`config.mk`:
```
export PLATFORM = sky130hd
export DESIGN_NAME = cdm_eval
export DESIGN_NICKNAME = d
export VERILOG_FILES = /design/src/hdl/cdm_pkg.sv /design/src/hdl/cdm_eval.sv
export SDC_FILE = /design/constraint.sdc
export NUM_CORES = 1
export LEC_CHECK = 0
export BUFFER_PORTS_ARGS = -buffer_cell sky130_fd_sc_hd__buf_2
export CAP_MARGIN = 20
export CELL_PAD_IN_SITES_DETAIL_PLACEMENT = 0
export CELL_PAD_IN_SITES_GLOBAL_PLACEMENT = 1
export CORE_UTILIZATION = 38
export DETAILED_ROUTE_END_ITERATION = 7
export PLACE_DENSITY_LB_ADDON = 0.1
export SLEW_MARGIN = 10
export SYNTH_ARGS = -nofsm -noshare
export SYNTH_HDL_FRONTEND = slang
export SYNTH_SLANG_ARGS = --single-unit
```
`constraint.sdc`:
```
create_clock -name i_clk -period 16.3 [get_ports i_clk]
set_input_delay 3.26 -clock i_clk [delete_from_list [all_inputs] [get_ports i_clk]]
set_output_delay 3.26 -clock i_clk [all_outputs]
set_load 0.005 [all_outputs]
```
`src/hdl/cdm_pkg.sv`:
```
// Shared types and constants for the two-channel coincidence matcher.
`default_nettype none
package cdm_pkg;

    localparam int STORE_DEPTH_DEF = 1024;
    localparam int MAX_MATCHES_DEF = 64;
    localparam int FINE_BITS_DEF   = 8;

    localparam int TIME_W   = 48;
    localparam int FINE_W   = 16;
    localparam int CHARGE_W = 16;
    localparam int WINDOW_W = 16;
    localparam int TOF_W    = 26;
    localparam int FUNC_W   = 2;

    localparam logic [WINDOW_W-1:0] WINDOW_RESET = WINDOW_W'(100);

    localparam logic [FUNC_W-1:0] FUNC_LOAD  = 2'd0;
    localparam logic [FUNC_W-1:0] FUNC_MATCH = 2'd1;
    localparam logic [FUNC_W-1:0] FUNC_CLEAR = 2'd2;

    typedef struct packed {
        logic [FUNC_W-1:0]   func;
        logic [TIME_W-1:0]   event_time;
        logic [FINE_W-1:0]   fine_time;
        logic [CHARGE_W-1:0] charge;
    } t_in;

    typedef struct packed {
        logic signed [TOF_W-1:0] time_of_flight;
        logic [CHARGE_W-1:0]     charge_first;
        logic [CHARGE_W-1:0]     charge_second;
        logic [TIME_W-1:0]       time_first;
        logic                    last;
        logic                    truncated;
        logic                    dropped;
    } t_out;

    typedef struct packed {
        logic [TIME_W-1:0]   event_time;
        logic [FINE_W-1:0]   fine_time;
        logic [CHARGE_W-1:0] charge;
    } t_entry;

    // classification of one stored entry against the current query
    typedef struct packed {
        logic                    early;
        logic                    late;
        logic signed [TOF_W-1:0] tof;
        logic [CHARGE_W-1:0]     charge_second;
    } t_eval;

    typedef enum logic [2:0] {
        S_IDLE,
        S_READ,
        S_DIFF,
        S_EVAL,
        S_FLUSH
    } t_state;

endpackage
`default_nettype wire

```
`src/hdl/cdm_eval.sv`:
```
// Shared compare unit: coarse delta, window test and saturated time of flight.
`default_nettype none
module cdm_eval #(
    parameter int FINE_FRACTION_BITS = cdm_pkg::FINE_BITS_DEF
) (
    input  wire logic                          i_clk,
    input  wire logic                          i_load,
    input  wire cdm_pkg::t_entry               i_entry,
    input  wire logic [cdm_pkg::TIME_W-1:0]    i_query_time,
    input  wire logic [cdm_pkg::FINE_W-1:0]    i_query_fine,
    input  wire logic [cdm_pkg::WINDOW_W-1:0]  i_window,
    output cdm_pkg::t_eval                     o_res
);
    import cdm_pkg::*;

    localparam int DW    = TIME_W + 1;
    localparam int SUM_W = 64;

    logic signed [DW-1:0]    r_delta;
    logic [FINE_W-1:0]       r_fine_s;
    logic [CHARGE_W-1:0]     r_chg_s;

    logic signed [DW-1:0]    w_pos;
    logic signed [DW-1:0]    w_neg;
    logic signed [SUM_W-1:0] sum;
    logic [SUM_W-TOF_W:0]    sum_hi;
    logic                    in_range;

    // stage 1: coarse difference, stored minus query
    always_ff @(posedge i_clk) begin
        if (i_load) begin
            r_delta  <= $signed({1'b0, i_entry.event_time}) - $signed({1'b0, i_query_time});
            r_fine_s <= i_entry.fine_time;
            r_chg_s  <= i_entry.charge;
        end
    end

    // stage 2: window test and time of flight in parallel
    always_comb begin
        w_pos    = $signed({{(DW-WINDOW_W){1'b0}}, i_window});
        w_neg    = -w_pos;
        sum      = ($signed({{(SUM_W-DW){r_delta[DW-1]}}, r_delta}) <<< FINE_FRACTION_BITS)
                 + $signed({{(SUM_W-FINE_W){1'b0}}, r_fine_s})
                 - $signed({{(SUM_W-FINE_W){1'b0}}, i_query_fine});
        sum_hi   = sum[SUM_W-1:TOF_W-1];
        in_range = (&sum_hi) | (~|sum_hi);

        o_res.early         = r_delta < w_neg;
        o_res.late          = r_delta > w_pos;
        o_res.charge_second = r_chg_s;
        if (in_range) begin
            o_res.tof = sum[TOF_W-1:0];
        end else if (sum[SUM_W-1]) begin
            o_res.tof = {1'b1, {(TOF_W-1){1'b0}}};
        end else begin
            o_res.tof = {1'b0, {(TOF_W-1){1'b1}}};
        end
    end

endmodule
`default_nettype wire

```
======== After elaboration in Yosys (flattened, before gate mapping) ========
Cells that the tools add are included.
Widths: inputs -> output; s select.
word-level totals
  output and inout port bits .............. 44
  RAM bits ................................ 0
  bits in latches ......................... 0
  input bits .............................. 162
  ROM bits ................................ 0
  bits in registers ....................... 81
  memories ................................ 0
  word-level logic and storage cells ...... 15
cells by class
  $mul .................................... 0
  $add $sub $neg .......................... 4
  multiplexer cells ....................... 2
  bitwise gates (word level) .............. 1
  $lt $le $gt $ge ......................... 2
  equal/unequal tests ..................... 0
  reductions and logical operators ........ 3
  div/mod/pow operators ................... 0
  shift-type cells ........................ 0
operators with widths
  kind               count
  $sub 58x17->59     1
  $add 57x17->58     1
  $mux 26            2
  $gt 49x17->1       1
  $lt 49x49->1       1
  $neg 16->49        1
  $sub 48x48->49     1
  $reduce_and 39->1  1
  $reduce_or 39->1   1
  $logic_not 1->1    1
  $or 1x1->1         1

======== Depth between registers and ports, before layout ========
Gate-level depths: netlist of run 1.
  depth in word-level cells ............... 6
  depth in mapped cells ................... 18
  mapped depth without buffers ............ 18

======== Worst setup path after synthesis of run 1 ========
Ideal clock, no wire load.
  path type ............................... input-to-output
  from .................................... input i_query_fine[1] (netlist bit)
  to ...................................... output o_res[20] (netlist bit)
  buffers on the path ..................... 1
  cell stages on the path ................. 17
  required time ........................... 13040 ps
  setup slack ............................. 6367 ps
  arrival time ............................ 6673 ps
  path through ............................ inv_1 > ha_1 > ha_1 > fa_1 > a211oi_1 > o211ai_1 > a211o_1 > a211oi_1 > nor2_1 > xnor2_1 > a311o_1 > nor4_1 > nand4_1 > nor2_2 > a21oi_2 > buf_6 > nor3_2
RTL lines
  item             line            source
  start, declared  cdm_eval.sv:10  input wire logic [cdm_pkg::FINE_W-1:0] i_query_fine,
  end, declared    cdm_eval.sv:12  output cdm_pkg::t_eval o_res

==> results of run 1 <==
[metal layers]
| metal | vias up | global-route usage |
|---|---|---|
| met1 | 5119 | 0.303 |
| li1 | 5830 | - |
| met2 | 227 | 0.339 |
| met3 | 45 | 0.0198 |
| met4 | 0 | 0.0769 |
| met5 | - | 0 |
[final cells by class]
cell class	count	area (sq um)
fill	3305	17700
multi-input combinational	1177	8860
sequential	81	2430
timing repair buffer	205	1030
inverter	204	766
tap	402	503
clock buffer	9	225
clock inverter	7	81.3
antenna	2	5.00
[through the flow]
step                setup slack [ns]   util
finish                          5.11  0.440
floorplan                       6.37      -
global placement                5.10  0.431
global route                    4.72  0.440
detailed placement              5.03  0.431
CTS                             5.02  0.440
[where the power goes]
group / switching, mW / internal [mW] / total, mW
combinational: 0.548 / 0.347 / 0.895
clock: 0.0990 / 0.109 / 0.208
sequential: 0.0271 / 0.266 / 0.293
total: 0.674 / 0.722 / 1.40
[worst max-delay path, cell delays in order]
cell	delay [ns]
buf_2	0.07
inv_1	0.03
ha_1	0.28
ha_1	0.23
fa_1	0.44
a211oi_1	0.34
o211ai_1	0.22
a21oi_1	0.34
o211ai_2	0.22
o22a_1	0.30
a21oi_1	0.26
mux2i_1	0.24
nand3b_1	0.09
a211oi_1	0.26
nand3_1	0.25
o21ai_2	0.71
a21oi_1	0.17
buf_2	0.18
[path summary, 6_finish.rpt]
path	endpoint	start	cells past startpoint
hold / removal	r_fine_s[3]	i_entry[19]	1
setup / recovery	o_res[17]	i_query_fine[1]	18
[cells by family after synthesis]
family	share of synthesized area
compound gates	0.242
xor+xnor	0.0682
fa+ha+maj	0.236
buf+inv	0.0729
flops	0.200
mux	0.00421
simple gates	0.177
[placed cells by master, fill, tap and decap left out, types with 6 or more instances in the layout]
cell and instances:
or3_1 9, nand2_1 94, xor2_1 30, nand3_1 29, and2_1 13, o21ai_0 69, o21bai_1 11, o21a_1 26
buf_2 204, nor4_1 32, nor2b_1 25, a21oi_1 134, a211oi_1 18, ha_1 214, nor3_1 27, o21ai_1 15
inv_1 204, fa_1 10, a21boi_0 6, o31ai_1 19, xnor2_1 63, and4_1 8, clkbuf_16 9, a31oi_1 14
a211o_1 7, a21o_1 36, o211ai_1 11, nand2b_1 21, nand4_1 30, edfxtp_1 81, and3_1 10, nor2_1 79
[state kept, by name, indices dropped and copies added (netlist names)]
register  cells
r_chg_s      16
r_fine_s     16
r_delta      49
==> metrics.cfg, run 1 <==
[routing]
vias=11200
wl_per_cell_um=16.7
drt_iter0_markers=465
wl_met2_um=15000
wl_met1_um=18000
wl_met3_um=905
drc_errors=0
routed_wirelength_um=34900
drtPass1Iterations=5
vias_per_cell=5.38
ant_nets=0
top_layer=met4

[timing]
finalSetupViolCount=0
hold_ws_ns=3.06
setup_tns_ns=0
worst_pin_slew_ns=1.11
rsz0062_at_grt=false
drv_slew=0
final.period_utilization=0.686
fmax_ghz=0.0894
hold_viol_final=0
slew_headroom=0.250
fin_crit_ns=11.19

[floorplanning]
coreArea_sq_mm=0.0316
die_w_um=181
die_h_um=181
die-area_sq_mm=0.0328
start_util=0.386
ios=206
rows=65

[synthesis]
synth_warnings=0
synth_common_cells=214 x ha_1, 204 x inv_1, 134 x a21oi_1, 94 x nand2_1, 81 x edfxtp_1
synth_fp_nets=1874
yosysMostFrequentCell=ha_1
synth_area_per_cell_sq_um=8.18
synth_ff_type=edfxtp_1
synth.top_cell.area_share=0.220
yosysTopAreaCell=ha_1
synth_edf_count=81
syn_area_sq_mm=0.0122
seq_area_frac_synth=0.200
syn_inst=1488
synth_seq_cells=81
ys_types=89
ys_top_cells_by_area=ha_1 22%, edfxtp_1 20%, inv_1 6.3%
synthArstFlopShare=0

[placed_design]
dp.final_hpwl_um=30100
place_area_sq_mm=0.0136
portBuffers=205
placed_cells=2069
gp_congestion=0.917

[grt]
grt_pass1_wl_um=56400
grt_antenna_before_repair=1
grt_pass1_vias=10900
grt_max_degree=82
grt.total_usage=0.214
grt_remaining_overflow=0

[clock_network]
numClockSinks=81
path_clk_slew_ns=0.08
cts_resized=0
postCtsSetupBuffers=0
htree_levels=3
cts_root_buffer=clkbuf_16
cts_tree=yes
clk_path_buf_depth=2
cts_hold_buf=0
cts_inserted_buffers=9

[flow_run]
maxCapViolCount=0

[final_layout]
layout-drive-gt1-share=0.153
syn_to_final_growth_pct=14.1
post-route-cell-area_sq_mm=0.0139
finalNonFillerCells=2087
nNetsFinal=2064

[worst_setup_path]
cp_data_required_time_ns=13.04
endpoint_kind=primary output
critical_path_class=input port to primary output
worst_ep_arrival_time_ns=7.93
crit_path_start_kind=input port
path_max_fanout=22

[outcome]
status=finished, final reports clean

[pwr]
p_per_area_mw_per_mm2=100
irDropWorstVdd_uv=44.7
p_leak_nw=6.62
finalPower_mw=1.40

[worst_hold_path]
min_path_type=input port to register

Note: power is estimated with default switching activity, not from simulation.
==> run 2, diff against run 1 <==
Clock period 16.3 ns to 11.2 ns, I/O delays scaled along.
==> run 2 against run 1 <==
Global-route usage grew 0.27 points. Total power increased by 44%. Wire length rose by 0.74%. Flip-flop and latch count did not move. First-iteration DRC count is 13% higher. Combinational power increased by 46%. Clock power up 32%. Die area did not move. Core utilization fell by 0.095 points. Critical endpoint is now o_res[40].
==> metrics.cfg, run 2 (synthesized netlist as in run 1, its figures left out) <==
[timing]
setup_slack_ns=1.96
worst_pin_slew_ns=1.04
slew_headroom=0.308
fin_crit_ns=9.24
final.period_utilization=0.825
rsz0062_at_grt=false
hold_ws_ns=2.05
setup_tns_ns=0
finalSetupViolCount=0
fmax_ghz=0.108
drv_slew=0
hold_viol_final=0

[worst_setup_path]
critical_path_class=input port to primary output
cp_data_required_time_ns=8.96
path_max_fanout=22
endpoint_kind=primary output
crit_path_start_kind=input port
worst_ep_arrival_time_ns=7.00

[pwr]
irDropWorstVdd_uv=81.9
p_per_area_mw_per_mm2=145
p_leak_nw=6.62

[routing]
drtPass1Iterations=5
vias=11300
routed_wirelength_um=35200
drt_iter0_markers=524
vias_per_cell=5.39
ant_nets=0
wl_per_cell_um=16.9
drc_errors=0

[final_layout]
mostFrequentLayoutCells=214 x ha_1, 204 x inv_1, 204 x buf_2, 134 x a21oi_1, 94 x nand2_1
syn_to_final_growth_pct=13.9
final_common_cell=ha_1
fin_util=0.440
largest_register=r_delta
nNetsFinal=2066
largest_reg_flops=49
largest_registers=r_delta x49, r_chg_s x16, r_fine_s x16
layout-drive-gt1-share=0.153

[grt]
grt_pass1_wl_um=56700
grt_max_degree=82
grt_pass1_vias=10900
grt.total_usage=0.217
grt_remaining_overflow=0
grt_antenna_before_repair=2

[clock_network]
cts_hold_buf=0
cts_root_buffer=clkbuf_16
cts_resized=0
htree_levels=3
cts_tree=yes
path_clk_slew_ns=0.07
cts_inserted_buffers=9
clk_path_buf_depth=2
postCtsSetupBuffers=0
numClockSinks=81

[placed_design]
dp.final_hpwl_um=30100
place_ws_ns=1.97
gp_congestion=0.917
portBuffers=205

[floorplanning]
rows=65
coreArea_sq_mm=0.0316
ios=206
die_h_um=181
start_util=0.386
die-area_sq_mm=0.0328
die_w_um=181

[worst_hold_path]
min_path_type=input port to register

[flow_run]
maxCapViolCount=0

[outcome]
status=finished, final reports clean

[run 2: cell types whose count changed in the layout (fill, tap and decap cells not counted), sizes merged]
cell / delta
clkbuf: +2
inv: -2
clkinv: +1
diode: -1
[run 2: per-layer routing]
metal / part of all wire / track usage / vias up
met5: 0.00037 / 0 / -
li1: - / - / 5824
met2: 0.43 / 0.345 / 256
met1: 0.51 / 0.304 / 5129
met3: 0.035 / 0.0276 / 41
met4: 0.025 / 0.0692 / 2
[run 2: final timing paths]
| path | from | end | slack, ns | cells after the start |
|---|---|---|---|---|
| worst max-delay path | i_query_fine[1] | o_res[40] | 1.96 | 18 |
| worst min-delay path | i_entry[6] | r_chg_s[6] | 2.05 | 1 |
[run 2: through the flow]
step	total power, mW	instances	instance area [sq um]
floorplan	1.34	1488	12200
global placement	1.72	2069	13600
detailed placement	1.72	2069	13600
CTS	2.01	2084	13900
global route	2.18	2086	13900
finish	2.01	2087	13900
[run 2: cell type report]
type	count	area (sq um)
diodes	1	2.50
inverters	204	766
flip-flops and latches	81	2430
repair buffers	207	1040
clock inverters	6	43.8
multi-input cells	1177	8860
fillers	3276	17700
well taps	402	503
clock buffers	9	225
[run 2: worst max-delay path, stage by stage]
cell      delay, ns
buf_2          0.07
inv_1          0.03
ha_1           0.28
ha_1           0.23
fa_1           0.44
a211oi_1       0.34
o211ai_1       0.24
a21oi_1        0.34
o211ai_2       0.22
o22a_1         0.31
a21oi_1        0.27
mux2i_1        0.25
nand3b_1       0.10
a211oi_1       0.28
nand3_1        0.26
o21ai_2        0.73
a21oi_1        0.18
buf_2          0.18
[run 2: power breakdown]
group | internal (mW) | switching [mW]
logic | 0.507 | 0.801
clock network | 0.149 | 0.125
registers | 0.387 | 0.0402
total | 1.04 | 0.966
